## config.mk

```make
export PLATFORM = sky130hd
export DESIGN_NAME = triple_issue_select
export DESIGN_NICKNAME = d
export VERILOG_FILES = /design/src/hw/rtl/tis_pkg.sv /design/src/hw/rtl/triple_issue_select.sv
export SDC_FILE = /design/constraint.sdc
export NUM_CORES = 1
export LEC_CHECK = 0
export BUFFER_PORTS_ARGS = -buffer_cell sky130_fd_sc_hd__buf_2
export CORE_MARGIN = 4
export CORE_UTILIZATION = 49
export DETAILED_ROUTE_END_ITERATION = 10
export GPL_TIMING_DRIVEN = 1
export PLACE_DENSITY = 0.75
export SLEW_MARGIN = 20
export SYNTH_ARGS = -nofsm -noshare
export SYNTH_HDL_FRONTEND = slang
export SYNTH_SLANG_ARGS = --single-unit
```

## constraint.sdc

```tcl
create_clock -name clock -period 16 [get_ports clock]
set_input_delay 0.8 -clock clock [delete_from_list [all_inputs] [get_ports clock]]
set_output_delay 0.8 -clock clock [all_outputs]
set_load 0.1 [all_outputs]
```

## src/hw/rtl/tis_pkg.sv

```systemverilog
// Package for the three-wide issue select block: descriptor layout, types,
// decode, clash and issue-step functions. Depends on nothing.
`timescale 1ns / 1ps

package tis_pkg;

   localparam int QUEUE_DEPTH    = 8;
   localparam int ROB_DEPTH      = 32;
   localparam int REG_INDEX_BITS = 5;

   localparam int INSTR_BITS = 34;
   localparam int QFREE_BITS = 4;
   localparam int RFREE_BITS = 6;
   localparam int COUNT_BITS = 2;
   localparam int SLOT_BITS  = 2;

   localparam int REQ_DATA_BITS = 120;
   localparam int RSP_DATA_BITS = 24;

   localparam int BIT_ILLEGAL = 0;
   localparam int BIT_MEM     = 1;
   localparam int BIT_FPU     = 2;
   localparam int BIT_USE1    = 3;
   localparam int BIT_USE2    = 4;
   localparam int BIT_USE3    = 5;
   localparam int BIT_RS1_FP  = 6;
   localparam int BIT_RS2_FP  = 7;
   localparam int BIT_RD_FP   = 8;
   localparam int RS1_POS     = 10;
   localparam int RS2_POS     = RS1_POS + REG_INDEX_BITS;
   localparam int RS3_POS     = RS2_POS + REG_INDEX_BITS;
   localparam int RD_POS      = RS3_POS + REG_INDEX_BITS;

   localparam logic [SLOT_BITS-1:0] SLOT_FROM_DECODE = 2'd0;
   localparam logic [SLOT_BITS-1:0] SLOT_FROM_FIRST  = 2'd1;
   localparam logic [SLOT_BITS-1:0] SLOT_FROM_SECOND = 2'd2;
   localparam logic [SLOT_BITS-1:0] SLOT_FROM_THIRD  = 2'd3;

   typedef logic [REG_INDEX_BITS-1:0] reg_index_type;

   typedef struct packed {
      logic          illegal;
      logic          mem;
      logic          fpu;
      logic          use1;
      logic          use2;
      logic          use3;
      logic          rs1_fp;
      logic          rs2_fp;
      logic          rd_fp;
      reg_index_type rs1;
      reg_index_type rs2;
      reg_index_type rs3;
      reg_index_type rd;
   } decoded_type;

   typedef struct packed {
      logic [QFREE_BITS-1:0] alu;
      logic [QFREE_BITS-1:0] fpu;
      logic [QFREE_BITS-1:0] lsu;
      logic [RFREE_BITS-1:0] rob;
      logic [COUNT_BITS-1:0] alu_push;
      logic [COUNT_BITS-1:0] fpu_push;
      logic [COUNT_BITS-1:0] lsu_push;
      logic [COUNT_BITS-1:0] rob_take;
   } pool_type;

   typedef struct packed {
      logic     ok;
      pool_type pool;
   } issue_type;

   function automatic decoded_type unpack(input logic [INSTR_BITS-1:0] w);
      decoded_type d;
      d.illegal = w[BIT_ILLEGAL];
      d.mem     = w[BIT_MEM];
      d.fpu     = w[BIT_FPU];
      d.use1    = w[BIT_USE1];
      d.use2    = w[BIT_USE2];
      d.use3    = w[BIT_USE3];
      d.rs1_fp  = w[BIT_RS1_FP];
      d.rs2_fp  = w[BIT_RS2_FP];
      d.rd_fp   = w[BIT_RD_FP];
      d.rs1     = w[RS1_POS +: REG_INDEX_BITS];
      d.rs2     = w[RS2_POS +: REG_INDEX_BITS];
      d.rs3     = w[RS3_POS +: REG_INDEX_BITS];
      d.rd      = w[RD_POS +: REG_INDEX_BITS];
      return d;
   endfunction

   // True when the younger instruction reads a register that the older one writes.
   function automatic logic clashes(input decoded_type old_i, input decoded_type young_i);
      logic c1;
      logic c2;
      logic c3;
      c1 = young_i.use1 && (young_i.rs1 == old_i.rd) && (young_i.rs1_fp == old_i.rd_fp)
           && ((young_i.rs1 != '0) || young_i.rs1_fp);
      c2 = young_i.use2 && (young_i.rs2 == old_i.rd) && (young_i.rs2_fp == old_i.rd_fp)
           && ((young_i.rs2 != '0) || young_i.rs2_fp);
      c3 = young_i.use3 && (young_i.rs3 == old_i.rd) && old_i.rd_fp;
      return c1 || c2 || c3;
   endfunction

   function automatic logic [QFREE_BITS-1:0] clamp_queue(input logic [QFREE_BITS-1:0] v);
      return (int'(v) > QUEUE_DEPTH) ? QFREE_BITS'(QUEUE_DEPTH) : v;
   endfunction

   function automatic logic [RFREE_BITS-1:0] clamp_rob(input logic [RFREE_BITS-1:0] v);
      return (int'(v) > ROB_DEPTH) ? RFREE_BITS'(ROB_DEPTH) : v;
   endfunction

   // One issue attempt against the running free counts.
   function automatic issue_type issue_step(input pool_type p, input decoded_type d);
      issue_type r;
      r.pool = p;
      r.ok   = 1'b0;
      if (d.illegal) begin
         r.ok = 1'b1;
      end else if (p.rob != '0) begin
         if (d.mem) begin
            if (p.lsu != '0) begin
               r.ok            = 1'b1;
               r.pool.lsu      = p.lsu - 1'b1;
               r.pool.lsu_push = p.lsu_push + 1'b1;
            end
         end else if (d.fpu) begin
            if (p.fpu != '0) begin
               r.ok            = 1'b1;
               r.pool.fpu      = p.fpu - 1'b1;
               r.pool.fpu_push = p.fpu_push + 1'b1;
            end
         end else begin
            if (p.alu != '0) begin
               r.ok            = 1'b1;
               r.pool.alu      = p.alu - 1'b1;
               r.pool.alu_push = p.alu_push + 1'b1;
            end
         end
         if (r.ok) begin
            r.pool.rob      = p.rob - 1'b1;
            r.pool.rob_take = p.rob_take + 1'b1;
         end
      end
      return r;
   endfunction

endpackage

```

## src/hw/rtl/triple_issue_select.sv

```systemverilog
// Issue-group selection for a three-wide core: input register, selection logic,
// result register. Depends on tis_pkg.
// A request goes through the input register, then the result register.
// Throughput: one request per cycle; req_tready follows rsp_tready through the
// two registers, so a stalled result holds the input register as well.
// Reset clears both valid flags; payload registers are not reset.
`timescale 1ns / 1ps

module triple_issue_select (
   input  logic                              clock,
   input  logic                              reset,
   input  logic                              req_tvalid,
   output logic                              req_tready,
   // oldest_instr, middle_instr, youngest_instr, alu_free, fpu_free, lsu_free, rob_free
   input  logic [tis_pkg::REQ_DATA_BITS-1:0] req_tdata,
   output logic                              rsp_tvalid,
   input  logic                              rsp_tready,
   // issued_mask, issued_count, rob_taken, alu_pushes, fpu_pushes, lsu_pushes,
   // slot1_source, slot2_source, zero fill
   output logic [tis_pkg::RSP_DATA_BITS-1:0] rsp_tdata
);
   import tis_pkg::*;

   logic                     in_valid_ff;
   logic                     in_valid_in;
   logic [REQ_DATA_BITS-1:0] in_data_ff;
   logic                     out_valid_ff;
   logic                     out_valid_in;
   logic [RSP_DATA_BITS-1:0] out_data_ff;
   logic [RSP_DATA_BITS-1:0] out_data_in;
   logic                     out_load;

   decoded_type           instr_a;
   decoded_type           instr_b;
   decoded_type           instr_c;
   pool_type              pool0;
   issue_type             step_a;
   issue_type             step_b;
   issue_type             step_c;
   logic                  iss1;
   logic                  iss2;
   logic                  iss3;
   logic [2:0]            mask;
   logic [COUNT_BITS-1:0] count;
   logic [SLOT_BITS-1:0]  slot1;
   logic [SLOT_BITS-1:0]  slot2;

   assign out_load   = !out_valid_ff || rsp_tready;
   assign req_tready = !in_valid_ff || out_load;

   always_comb begin
      instr_a = unpack(in_data_ff[33:0]);
      instr_b = unpack(in_data_ff[67:34]);
      instr_c = unpack(in_data_ff[101:68]);

      pool0.alu      = clamp_queue(in_data_ff[105:102]);
      pool0.fpu      = clamp_queue(in_data_ff[109:106]);
      pool0.lsu      = clamp_queue(in_data_ff[113:110]);
      pool0.rob      = clamp_rob(in_data_ff[119:114]);
      pool0.alu_push = '0;
      pool0.fpu_push = '0;
      pool0.lsu_push = '0;
      pool0.rob_take = '0;

      step_a = issue_step(pool0, instr_a);
      iss1   = step_a.ok;
      step_b = issue_step(step_a.pool, instr_b);
      iss2   = (iss1 || !clashes(instr_a, instr_b)) && step_b.ok;
      if (!iss2) begin
         step_b.pool = step_a.pool;
      end
      step_c = issue_step(step_b.pool, instr_c);
      iss3   = (iss1 || !clashes(instr_a, instr_c)) && (iss2 || !clashes(instr_b, instr_c))
               && step_c.ok;
      if (!iss3) begin
         step_c.pool = step_b.pool;
      end

      mask  = {iss3, iss2, iss1};
      count = COUNT_BITS'({1'b0, iss1} + {1'b0, iss2} + {1'b0, iss3});

      slot1 = SLOT_FROM_DECODE;
      slot2 = SLOT_FROM_DECODE;
      if (!iss1) begin
         slot1 = SLOT_FROM_FIRST;
      end
      if (!iss2) begin
         if (slot1 == SLOT_FROM_DECODE) begin
            slot1 = SLOT_FROM_SECOND;
         end else begin
            slot2 = SLOT_FROM_SECOND;
         end
      end
      if (!iss3) begin
         if (slot1 == SLOT_FROM_DECODE) begin
            slot1 = SLOT_FROM_THIRD;
         end else if (slot2 == SLOT_FROM_DECODE) begin
            slot2 = SLOT_FROM_THIRD;
         end
      end

      out_data_in = {7'd0, slot2, slot1, step_c.pool.lsu_push, step_c.pool.fpu_push,
                     step_c.pool.alu_push, step_c.pool.rob_take, count, mask};
   end

   always_comb begin
      in_valid_in = in_valid_ff;
      if (req_tready) begin
         in_valid_in = req_tvalid;
      end
      out_valid_in = out_valid_ff;
      if (out_load) begin
         out_valid_in = in_valid_ff;
      end
   end

   always_ff @(posedge clock) begin
      if (reset) begin
         in_valid_ff  <= 1'b0;
         out_valid_ff <= 1'b0;
      end else begin
         in_valid_ff  <= in_valid_in;
         out_valid_ff <= out_valid_in;
      end
   end

   always_ff @(posedge clock) begin
      if (req_tready && req_tvalid) begin
         in_data_ff <= req_tdata;
      end
      if (out_load && in_valid_ff) begin
         out_data_ff <= out_data_in;
      end
   end

   assign rsp_tvalid = out_valid_ff;
   assign rsp_tdata  = out_data_ff;

endmodule

```

==> run metrics, run 1 <==
Total Wirelength 12290 µm; setup violators final 0; total number of vias 4235; iteration-0 DRC count of the detailed router 316; Total Nets Final 735; RePlAce Congestion 0.8439; global route overflow 0; Unique masters post-synth 77; Finished Cell Area 6568 µm²; hold crit path type reg2reg; ranking of synthesized cells by area edfxtp_1 51%, xor2_1 6.2%, ha_1 3.3%, xnor2_1 3.1%, nand2_1 2.3%; cell family with most CP delay compound AO/OA/AOI/OAI gates; #FFs+latches synth 98; worst-path maximum fanout 14; Slew HR 29.81%; post-route minimum period 5.917 ns; ANT nets after route 0; VDD IR max 0.08122 mV; CTS tree built; Finished Core Util 57.76%; layout cells sized above 1 23.17%; CP max stage cell edfxtp_1; RSZ-0062 raised after global routing false; io pins 150; MaxCap Viol Count 0; CP required 16.09 ns; top_reg_cell synth edfxtp_1; Critical Path AT 6.01 ns; die area 13360 µm²; site row count 39; Num CTS Buffers 9; Placed Cells 727; HPWL Detailed 9229 µm; outcome finished clean; Sink Count 98; Post-CTS Setup Inserts 0; Fin. Hold Viols 0; Yosys top cell by area edfxtp_1; PostCTS Resize Cnt 0; period utilization 36.98%; CTS max path bufs 2; Final Skew 0.006771 ns; actual slew at the worst max-slew pin 1.047 ns; Starting Density 49.88%; crit path buf inv count 3; post-synth top area share 50.83%; Final Max Tran Viols 0; max incr delay on CP 0.65 ns; worst reg2reg setup slack 10.08 ns; Chip Height 115.6 µm; setup TNS 0 ns; maximum clock rate 169.0 MHz; cell breakdown of the critical path inv_1, nand2_1, ha_1, inv_1, o21ai_0, nor2_1, nor2_1, nor2_1, ha_1, or3b_1, nand3_1, a222oi_1, buf_4, and3_1, mux2_1, a211o_1, a21oi_2, nor2_2, fa_1; H-tree Lvls 3; Place WS 10.17 ns; Synth Instances 498; placed inst area 6270 µm²; Port Buffer Count 101; Startpoint Class flop; Worst-Skew Late Latency 0.35 ns; Root Buffer clkbuf_16; sequential share of the synthesized area 51.53%; Async S/R FF share, synth 0%; Core Area 11370 µm²; EDFF count, synth 96; first-pass GRT wire length 20090 µm; antenna diode count 0; Routed WL per cell 16.54 µm; chip width 115.6 µm; vias in the first global route 4270; Ys Warns 0; Leakage Power 2.535 nW; largest net degree at the start of global routing 80; 1st-pass router iterations 5; Total Power 0.6502 mW; fin worst setup slack 10.08 ns; synthesized area 5672 µm²; syn_area_per_cell 11.39 µm²; # DRC 0; Power Density 99.00 nW/µm²; vias per cell 5.700; Total GRT Usage 19.23%; Reg clk slew, reported paths 0.07 ns; hold_ws 0.5139 ns; initial antenna violation count 0; Area Overhead vs Synth 15.80%; Crit Path Category reg2reg; cts hold-fix bufs 0; most used cell, CP nor2_1; post-route insts no fill 743; endpoint class of the critical path flop
## worst paths after layout
path                        endpoint  depth (start not counted)                       from
max           rsp_tdata[3]$_DFFE_PP_                         19  in_data_ff[119]$_DFFE_PP_
min          rsp_tvalid$_SDFFE_PP0P_                          2   in_valid_ff$_SDFFE_PP0N_
max reg2reg   rsp_tdata[3]$_DFFE_PP_                         19  in_data_ff[119]$_DFFE_PP_
min reg2reg  rsp_tvalid$_SDFFE_PP0P_                          2   in_valid_ff$_SDFFE_PP0N_
## state kept, by name, indices dropped and copies added (netlist names)
name,cells
in_data_ff,79
rsp_tdata,17
in_valid_ff,1
rsp_tvalid,1
## placed cells by master, fill, tap and decap left out, types with 4 or more instances in the layout
cell	count
a211oi_1	8
a21o_1	7
a21oi_1	20
a31oi_1	8
and2_1	6
buf_2	101
clkbuf_16	9
conb_1	7
edfxtp_1	96
ha_1	15
inv_1	21
mux2i_1	8
nand2_1	34
nand2b_1	10
nand3_1	9
nand4_1	9
nor2_1	27
nor2b_1	13
nor3_1	14
nor4_1	11
o211ai_1	4
o21ai_0	11
o22ai_1	4
or2_2	4
or4_1	4
xnor2_1	20
xor2_1	40
## synth_stat cells, types with 7 or more instances
master,n
xnor2_1,20
a31oi_1,8
nor3_1,14
ha_1,15
nand4_1,9
edfxtp_1,96
nand2_1,34
inv_1,21
nor4_1,11
and2_1,7
buf_4,8
o21ai_0,11
xor2_1,40
nand2b_1,10
a21o_1,7
nor2_1,27
a211oi_1,8
a21oi_1,20
nand3_1,9
mux2i_1,8
nor2b_1,13
clkbuf_1,11
## power breakdown
group	leakage (nW)	total [mW]	internal [mW]	switching, mW
logic	1.45	0.121	0.0423	0.0784
clock network	0.143	0.214	0.110	0.103
registers	0.939	0.316	0.301	0.0151
## metal layers
metal	routed length (µm)	track usage (%)	up-vias	part of all wire, %
met3	699	3.655	24	5.7
met2	6054	33.14	147	49
li1	-	-	2058	-
met5	0	0	-	0
met1	5201	23.31	2006	42
met4	335	8.998	0	2.7
## cells by family (layout without fill, tap and decap cells)
logic type / after synthesis / in the layout / synth area share [%]
flops: 98 / 98 / 51.53
mux: 10 / 10 / 1.809
fa+ha+maj: 16 / 16 / 3.662
compound gates: 101 / 101 / 12.95
xor+xnor: 60 / 60 / 9.265
other cells: 1 / 7 / 0.06612
simple gates: 168 / 168 / 17.10
buf+inv: 44 / 140 / 3.618
## final cells by class
class,count,area [µm²]
Clock inverter,7,72.57
Fill cell,947,4802
Sequential cell,98,2923
Clock buffer,9,225.2
Inverter,21,78.83
Tap cell,143,178.9
Multi-Input combinational cell,362,2569
Timing Repair Buffer,103,520.5
## worst min-delay path, stage by stage (launching register included)
cell     delay (ns)
dfxtp_1        0.33
nor2_1         0.10
nor2_1         0.04
(Power assumes the default switching activity.)
==> inputs of run 2 (changes only) <==
--- a/config.mk
+++ b/config.mk
@@ -7,10 +7,10 @@
 export LEC_CHECK = 0
 export BUFFER_PORTS_ARGS = -buffer_cell sky130_fd_sc_hd__buf_2
 export CORE_MARGIN = 4
-export CORE_UTILIZATION = 49
+export CORE_UTILIZATION = 48
 export DETAILED_ROUTE_END_ITERATION = 10
 export GPL_TIMING_DRIVEN = 1
-export PLACE_DENSITY = 0.75
+export PLACE_DENSITY = 0.77
 export SLEW_MARGIN = 20
 export SYNTH_ARGS = -nofsm -noshare
 export SYNTH_HDL_FRONTEND = slang
==> constraint.sdc (replaced) <==
create_clock -name clock -period 5.2 [get_ports clock]
set_input_delay 0.26 -clock clock [delete_from_list [all_inputs] [get_ports clock]]
set_output_delay 0.26 -clock clock [all_outputs]
set_load 0.1 [all_outputs]
==> run 2 against run 1 <==
  * Non-clock buffer count grew 25
  * Critical path depth is the same
  * Die area grew 1.9%
  * Sequential share of layout area shrank 1.4 points
  * Combinational power grew to 3.3 times the previous value
  * First-iteration DRC count grew 22%
  * Critical path type unchanged
  * Critical endpoint unchanged
  * Largest cell class unchanged
==> run metrics, run 2 (synthesis results as in run 1) <==
actual slew at the worst max-slew pin 1.018 ns (was 1.047 ns); Num CTS Buffers 9 (unchanged); total number of vias 4357 (was 4235); Startpoint Class flop (unchanged); cell breakdown of the critical path nor2b_1, inv_1, ha_1, buf_4, a21boi_0, a21oi_1, nor2_1, ha_1, or3b_1, nand3_1, a222oi_1, buf_4, buf_4, nor4b_1, or4_4, or3_1, a21oi_2, nor2_2, fa_1 (was inv_1, nand2_1, ha_1, inv_1, o21ai_0, nor2_1, nor2_1, nor2_1, ha_1, or3b_1, nand3_1, a222oi_1, buf_4, and3_1, mux2_1, a211o_1, a21oi_2, nor2_2, fa_1); Routed WL per cell 16.35 µm (was 16.54 µm); Finished Cell Area 6784 µm² (was 6568 µm²); Fin. Hold Viols 0 (unchanged); iteration-0 DRC count of the detailed router 385 (was 316); most used cell, CP buf_4 (was nor2_1); worst-path maximum fanout 12 (was 14); Final Max Tran Viols 0 (unchanged); VDD IR max 0.2523 mV (was 0.08122 mV); Core Area 11520 µm² (was 11370 µm²); ANT nets after route 0 (unchanged); MaxCap Viol Count 0 (unchanged); Leakage Power 2.663 nW (was 2.535 nW); period utilization 94.10% (was 36.98%); most frequent cells in the layout 101 x buf_2, 96 x edfxtp_1, 40 x xor2_1 (unchanged); chip width 116.7 µm (was 115.6 µm); CTS tree built (unchanged); endpoint class of the critical path flop (unchanged); cell family with most CP delay simple AND/OR/NAND/NOR gates (was compound AO/OA/AOI/OAI gates); Reg clk slew, reported paths 0.07 ns (about the same); CTS max path bufs 2 (unchanged); Clk pwr share 32.4% (was 32.9%); RSZ-0062 raised after global routing false (unchanged); Starting Density 49.25% (was 49.88%); Worst-Skew Late Latency 0.36 ns (was 0.35 ns); internal power 1.414 mW (was 0.4532 mW); Root Buffer clkbuf_16 (unchanged); HPWL Detailed 9710 µm (was 9229 µm); Critical Path AT 4.99 ns (was 6.01 ns); vias per cell 5.673 (was 5.700); Sw Share 30.10% (was 30.29%); Total GRT Usage 19.11% (was 19.23%); placed inst area 6450 µm² (was 6270 µm²); setup TNS 0 ns (unchanged); antenna diode count 0 (unchanged); site row count 39 (unchanged); io pins 150 (unchanged); RePlAce Congestion 0.8265 (was 0.8439); Total Power 2.023 mW (was 0.6502 mW); max incr delay on CP 0.47 ns (was 0.65 ns); setup violators final 0 (unchanged); Crit Path Category reg2reg (unchanged); Finished Core Util 58.91% (was 57.76%); commonest non-fill, non-tap cell in the layout buf_2 (unchanged); first-pass GRT wire length 20130 µm (was 20090 µm); critical path depth 19 (unchanged); P_sw 0.6091 mW (was 0.1970 mW); hold path cells 1 (was 2); crit path buf inv count 4 (was 3); global route overflow 0 (unchanged); Chip Height 116.7 µm (was 115.6 µm); hold crit path type in2reg (was reg2reg); largest net degree at the start of global routing 80 (unchanged); Seq pwr share 47.7% (was 48.6%); Port Buffer Count 101 (unchanged); Largest Register in_data_ff (unchanged); 1st-pass router iterations 5 (unchanged); outcome finished clean (unchanged); Power Density 298.3 nW/µm² (was 99.00 nW/µm²); Total Wirelength 12560 µm (was 12290 µm); Comb power frac 19.9% (was 18.6%); Placed Cells 751 (was 727); CP max stage cell edfxtp_1 (unchanged); layout cells sized above 1 26.72% (was 23.17%); Slew HR 32.14% (was 29.81%); Area Overhead vs Synth 19.61% (was 15.80%); # DRC 0 (unchanged); die area 13620 µm² (was 13360 µm²); CP required 5.30 ns (was 16.09 ns); post-route insts no fill 768 (was 743); initial antenna violation count 0 (unchanged); Sink Count 98 (unchanged); Largest register FFs 79 (unchanged); post-route minimum period 4.893 ns (was 5.917 ns); Register-to-Register Path Depth 19 (unchanged); maximum clock rate 204.4 MHz (was 169.0 MHz); Final Skew 0.01096 ns (was 0.006771 ns); H-tree Lvls 3 (unchanged); Total Nets Final 760 (was 735); vias in the first global route 4404 (was 4270); cts hold-fix bufs 0 (unchanged)
run 2: cell types whose count changed in the layout (fill, tap and decap cells not counted):
| cell | change |
|---|---|
| buf_4 | +25 |
| a31oi_1 | -2 |
| a31oi_2 | +2 |
| clkinv_8 | +2 |
| inv_8 | -2 |
| a211oi_1 | -1 |
| a211oi_2 | +1 |
| clkinv_4 | +1 |
| clkinvlp_4 | -1 |
| o21ai_0 | -1 |
| o21ai_1 | +1 |
run 2: timing repair:
item | CTS | global route
endpoints found under the setup margin | 0 | 6
buffers inserted | 0 | 1
resized for setup | 0 | 4
run 2: path summary, 6_finish.rpt:
check                                   to  slack [ns]                 startpoint
setup / recovery    rsp_tdata[3]$_DFFE_PP_        0.31  in_data_ff[119]$_DFFE_PP_
hold / removal    in_data_ff[42]$_DFFE_PP_        0.07              req_tdata[42]
setup reg to reg    rsp_tdata[3]$_DFFE_PP_        0.31  in_data_ff[119]$_DFFE_PP_
hold reg to reg    rsp_tvalid$_SDFFE_PP0P_        0.53   in_valid_ff$_SDFFE_PP0N_
run 2: per-stage QoR:
step	setup WS (ns)	hold slack, ns
floorplan	0.1725	0.3324
global placement	0.2171	0.4351
detailed placement	0.07468	0.4381
CTS	0.06941	0.05861
global route	0.04065	0.05071
finish	0.3068	0.07473
run 2: worst register-to-register path, stage by stage, from the launching register on:
cell	delay (ns)
edfxtp_1	0.47
nor2b_1	0.20
inv_1	0.08
ha_1	0.21
buf_4	0.19
a21boi_0	0.35
a21oi_1	0.18
nor2_1	0.14
ha_1	0.28
or3b_1	0.37
nand3_1	0.13
a222oi_1	0.10
buf_4	0.18
buf_4	0.15
nor4b_1	0.15
or4_4	0.42
or3_1	0.37
a21oi_2	0.18
nor2_2	0.07
fa_1	0.44
run 2: metal layers:
layer | wire length (µm) | share of wire (%) | track usage (%) | vias to the layer above
met2 | 6215 | 49 | 32.61 | 159
met3 | 934 | 7.4 | 5.596 | 28
met5 | 0 | 0 | 0 | -
met1 | 5127 | 41 | 22.58 | 2067
met4 | 282 | 2.2 | 7.798 | 0
li1 | - | - | - | 2103
run 2: final cells by class:
type                            instances  area [µm²]
Fill cell                             943        4732
Tap cell                              143       178.9
Multi-Input combinational cell        362        2586
Clock buffer                            9       225.2
Inverter                               21       78.83
Timing Repair Buffer                  128       708.2
Sequential cell                        98        2923
Clock inverter                          7       83.83
run 2: power by group through the flow:
stage                     sequential, mW  clock (mW)  combinational, mW
after floorplan                     1.03           0              0.239
after global placement             0.980           0              0.384
after detailed placement           0.982           0              0.397
after CTS                          0.965       0.676              0.398
after global routing               0.970       0.712              0.439
final                              0.965       0.656              0.403
